[src/rtl/core/assert_macros.svh]
// Assertion helpers shared by the RTL.
`ifndef ASSERT_MACROS_SVH
`define ASSERT_MACROS_SVH

// Check a property on every clock edge outside reset.
`define ASSERT_CLK(label, prop, msg) \
    label: assert property (@(posedge i_clk) disable iff (!i_rst_n) prop) else $error(msg);

// Check that an antecedent implies a consequent on the same edge.
`define ASSERT_IMP(label, ante, cons, msg) \
    label: assert property (@(posedge i_clk) disable iff (!i_rst_n) (ante) |-> (cons)) \
        else $error(msg);

`endif

[src/rtl/core/cau_pkg.sv]
package cau_pkg;

    localparam int FRAC_BITS_DEF = 16;
    localparam int QBITS         = 32;

    localparam logic [2:0] CMD_ADD  = 3'd0;
    localparam logic [2:0] CMD_SUB  = 3'd1;
    localparam logic [2:0] CMD_MUL  = 3'd2;
    localparam logic [2:0] CMD_DIV  = 3'd3;
    localparam logic [2:0] CMD_CONJ = 3'd4;

    localparam logic [1:0] ST_OK   = 2'd0;
    localparam logic [1:0] ST_SAT  = 2'd1;
    localparam logic [1:0] ST_DIVZ = 2'd2;

    localparam logic [31:0] SMAX = 32'h7FFF_FFFF;
    localparam logic [31:0] SMIN = 32'h8000_0000;

    localparam logic signed [64:0] LIM_HI = 65'sh0_0000_0000_7FFF_FFFF;
    localparam logic signed [64:0] LIM_LO = 65'sh1_FFFF_FFFF_8000_0000;

    typedef struct packed {
        logic        sat;
        logic [31:0] val;
    } t_sat;

    typedef struct packed {
        logic [2:0]  cmd;
        logic [31:0] pre_re;
        logic [31:0] pre_im;
        logic        pre_sat;
        logic        den_zero;
    } t_meta;

    // One division lane: partial remainder, and the word that shifts out
    // dividend bits at the top while quotient bits enter at the bottom.
    typedef struct packed {
        logic        neg;
        logic        ovf;
        logic [63:0] rem;
        logic [31:0] rq;
    } t_lane;

    typedef struct packed {
        t_meta       meta;
        t_lane       re;
        t_lane       im;
        logic [63:0] den;
    } t_cell;

    function automatic t_sat sat65(input logic signed [64:0] v);
        t_sat r;
        r.sat = 1'b0;
        r.val = v[31:0];
        if (v > LIM_HI) begin
            r.sat = 1'b1;
            r.val = SMAX;
        end else if (v < LIM_LO) begin
            r.sat = 1'b1;
            r.val = SMIN;
        end
        return r;
    endfunction

    function automatic t_sat div_lane_out(input t_lane l);
        t_sat r;
        r.sat = 1'b0;
        r.val = l.neg ? 32'(-l.rq) : l.rq;
        if (!l.neg && (l.ovf || l.rq[31])) begin
            r.sat = 1'b1;
            r.val = SMAX;
        end else if (l.neg && (l.ovf || (l.rq[31] && (l.rq[30:0] != 31'd0)))) begin
            r.sat = 1'b1;
            r.val = SMIN;
        end
        return r;
    endfunction

endpackage

[src/rtl/core/cau_div_cell.sv]
module cau_div_cell (
    input  logic           i_clk,
    input  logic           i_rst_n,
    input  logic           i_valid,
    output logic           o_ready,
    input  cau_pkg::t_cell i_data,
    output logic           o_valid,
    input  logic           i_ready,
    output cau_pkg::t_cell o_data
);

    logic           r_valid;
    cau_pkg::t_cell r_data;
    cau_pkg::t_cell n_data;

    // One restoring step: bring in the next dividend bit, subtract if it fits.
    function automatic cau_pkg::t_lane step(input cau_pkg::t_lane l, input logic [63:0] den);
        cau_pkg::t_lane r;
        logic [64:0]    tmp;
        logic           ge;
        tmp   = {l.rem, l.rq[31]};
        ge    = (tmp >= {1'b0, den});
        r     = l;
        r.rem = ge ? 64'(tmp - {1'b0, den}) : tmp[63:0];
        r.rq  = {l.rq[30:0], ge};
        return r;
    endfunction

    always_comb begin
        n_data    = i_data;
        n_data.re = step(i_data.re, i_data.den);
        n_data.im = step(i_data.im, i_data.den);
    end

    assign o_ready = ~r_valid | i_ready;
    assign o_valid = r_valid;
    assign o_data  = r_data;

    always_ff @(posedge i_clk) begin
        if (!i_rst_n) begin
            r_valid <= 1'b0;
        end else if (o_ready) begin
            r_valid <= i_valid;
        end
        if (o_ready && i_valid) begin
            r_data <= n_data;
        end
    end

endmodule

[config.mk]
export PLATFORM = sky130hd
export DESIGN_NAME = cau_div_cell
export DESIGN_NICKNAME = d
export VERILOG_FILES = /design/src/rtl/core/assert_macros.svh /design/src/rtl/core/cau_pkg.sv /design/src/rtl/core/cau_div_cell.sv
export SDC_FILE = /design/constraint.sdc
export NUM_CORES = 1
export LEC_CHECK = 0
export BUFFER_PORTS_ARGS = -buffer_cell sky130_fd_sc_hd__buf_4
export CORE_AREA = 2 2 261 263
export DETAILED_ROUTE_END_ITERATION = 16
export DIE_AREA = 0 0 263 265
export MAX_ROUTING_LAYER = met4
export PLACE_DENSITY = 0.56
export SYNTH_ARGS = -nofsm -noshare
export SYNTH_HDL_FRONTEND = slang
export SYNTH_SLANG_ARGS = --single-unit
[constraint.sdc]
create_clock -name i_clk -period 15.58 [get_ports i_clk]
set_clock_uncertainty 0.2 [all_clocks]
set_input_delay 2.337 -clock i_clk [delete_from_list [all_inputs] [get_ports i_clk]]
set_output_delay 2.337 -clock i_clk [all_outputs]
set_load 0.1 [all_outputs]
==> metrics.md <==
| Metric | Value |
|---|---|
| CP arrival | `approximately 6500 ps` |
| PostCTS Resize Cnt | `0` |
| Clk buf depth | `3` |
| Skew-Pair Late Insertion Delay | `about 570 ps` |
| CTS Sinks | `330` |
| Clock root buffer | `clkbuf_16` |
| CP cell instances | `buf_4 > inv_1 > ha_1 > a21oi_1 > o21ai_0 > a221oi_1 > a211oi_1 > a221o_1 > o2111ai_1 > and3b_4 > buf_4 > inv_1 > mux2_2` |
| Seq/Total Area, Yosys | `between 50% and 60%` |
| HPWL Detailed | `68.9 mm` |
| Synth Instances | `about 1800` |
| Vias in the first global route | `around 17000` |
| Period minus WS final | `about 6400 ps` |
| Initial antenna violation count | `10` |
| CTS tree | `yes` |
| Max cap viols | `0` |
| Die H | `265 um` |
| Via count | `about 17000` |
| Port Buffers | `between 600 and 700` |
| Non-filler instance count after layout | `between 3000 and 4000` |
| Max frequency | `155 MHz` |
| Startpoint types | `primary input` |
| Max rail drop VDD | `~0.076 mV` |
| Most used DFF post-synth | `edfxtp_1` |
| Outcome | `completed` |
| Power Density | `125 nW/um^2` |
| Crit end category | `flop` |
| Grt ovf | `0` |
| Commonest non-fill, non-tap cell in the layout | `buf_4` |
| Full die area | `~70000 um^2` |
| First drt pass iteration count | `5` |
| Area used by multi-input combinational logic | `around 9000 um^2` |
| Gr usage total | `23.7%` |
| Detail Route Antenna Nets | `0` |
| Clock buffer count from CTS | `~40` |
| First-pass GRT wire length | `approximately 120 mm` |
| CP max stage cell | `a221oi_1` |
| Fin nets | `2900` |
| Seq cells post-synth | `330` |
| Synthesis warning total | `0` |
| Hold Path Class | `reg2reg` |
| CTS Hold Bufs | `0` |
| Layout cells sized above 1 | `33.0%` |
| Max-slew headroom | `between 20% and 30%` |
| # placed instances | `3267` |
| Layout area overhead | `36.1%` |
| FP Rows | `95` |
| Gpl congestion | `slightly below 0.9` |
| Leakage | `approximately 11 nW` |
| Register area | `9900 um^2` |
| Number of synthesized flops with an enable pin | `329` |
| Mapped Area | `slightly below 20000 um^2` |
| WS Path Type | `in2reg` |
| Fin. Hold Viols | `0` |
| Slew Viols, Final | `0` |
| Setup Buffers After CTS | `0` |
| Worst path max stage delay | `between 700 and 800 ps` |
| Violation count after the first detailed-route iteration | `1142` |
| CP max FO | `77` |
| Least-Margin Pin Slew | `1110 ps` |
| Largest net degree at the start of global routing | `150` |
| Most frequent cells in the layout | `buf_4, edfxtp_1, nand2_1` |
| Die width | `approximately 260 um` |
| CP bufs+invs | `4` |
| Ys async rst share | `0%` |
| WP data required | `around 16000 ps` |
| Filler cells | `about 6600` |
| Via/cell ratio | `between 5 and 6` |
| CP delay by family, top | `compound AO/OA/AOI/OAI gates` |
| Setup_tns | `0 ps` |
| Post-synth cell types | `80` |
| Final setup fails | `0` |
| Final Routed Wirelength | `~83 mm` |
| Number of H-tree levels | `2` |
| Final routed DRC violation total | `0` |
| CORE AREA | `between 60000 and 70000 um^2` |
| Crit share post-route | `41.3%` |
| Mapped Nets | `between 2000 and 2500` |
| Ports | `~660` |
| WL/cell | `24.9 um` |
| RSZ-0062 raised after global routing | `no` |
| Reg clk slew, reported paths | `60 ps` |
| Initial core utilization | `approximately 29%` |
| Post-Syn Area per Cell | `11.0 um^2` |
-- synth_stat cells, types with 12 or more instances --
master | number | area (um^2)
o21bai_1 | 38 | 285
a21o_1 | 44 | 330
o211ai_1 | 12 | 90.1
o21ai_0 | 150 | 751
clkbuf_1 | 51 | 191
nor2_1 | 91 | 342
ha_1 | 128 | 1600
o21a_1 | 14 | 105
nand2_1 | 183 | 687
xor2_1 | 38 | 333
mux2_4 | 59 | 886
xnor2_1 | 76 | 666
nand4_1 | 44 | 275
edfxtp_1 | 329 | 9880
a21oi_1 | 170 | 851
nor3_1 | 29 | 145
nand3_1 | 20 | 100
a211oi_1 | 13 | 97.6
inv_1 | 111 | 417
-- metrics by stage --
| stage | hold WS [ps] | util [%] | power, mW | setup slack (ps) | instance area [um^2] |
|---|---|---|---|---|---|
| global placement | 471 | 38.1 | 2.39 | 8550 | 25400 |
| global route | 530 | 40.1 | 3.47 | 8770 | 26800 |
| CTS | 480 | 40.0 | 3.37 | 9170 | 26700 |
| floorplan | 1580 | - | 2.07 | 3980 | 19700 |
| detailed placement | 463 | 38.1 | 2.39 | 8580 | 25400 |
| finish | 494 | 40.1 | 3.34 | 9140 | 26800 |
-- metal layers --
layer  routed length, um  global-route usage (%)  up-vias
met4                1890                    5.73        0
met1               33600                    28.0     8254
li1                    -                       -     7991
met3                5620                    5.12       83
met5                   0                       -        -
met2               42300                    41.3      658
-- tightest hold or removal path, cell delays in order, from the launching register on --
cell and delay [ps]:
dfxtp_1 350, nand2b_1 180, a21boi_0 120
-- where the power goes --
group / total (mW) / internal (mW) / switching [mW] / leakage, nW
Combinational: 1.26 / 0.346 / 0.916 / 7.55
Clock: 0.970 / 0.565 / 0.405 / 0.648
Sequential: 1.11 / 1.08 / 0.0283 / 3.20
-- cell families (layout without fill, tap and decap cells) --
family	count (synthesis)	after routing	synth area share (%)
DFF	330	330	50.3
muxes	68	68	5.01
AOI/OAI and AO/OA	526	526	16.6
xor gates and xnor gates	114	114	5.08
other	0	8	0
buffers and inverters	181	855	4.09
and+or+nand+nor	446	446	10.6
adders and majority gates	130	130	8.35
-- path summary, 6_finish.rpt --
kind                                      startpoint               endpoint  slack (ps)  cells past startpoint
worst max register to register  o_valid$_SDFFE_PN0N_   o_data[52]$_DFFE_PP_       12370                      4
worst min register to register  o_valid$_SDFFE_PN0N_   o_valid$_SDFFE_PN0N_         490                      2
worst max-delay path                      i_data[20]  o_data[249]$_DFFE_PP_        9140                     13
worst min-delay path            o_valid$_SDFFE_PN0N_   o_valid$_SDFFE_PN0N_         490                      2
-- final cells by class --
cell class | instances | share of cell area, %
multi-input combinational | 1284 | 33.5
clock buffer | 52 | 4.07
tap | 873 | 4.08
antenna | 8 | 0.0748
timing repair buffer | 668 | 18.8
clock inverter | 23 | 0.907
sequential | 330 | 37.0
inverter | 112 | 1.60
-- flip-flops by register name, indices dropped and copies added (netlist names) --
register / count
o_data: 329
o_valid: 1
(Power assumes the default switching activity.)
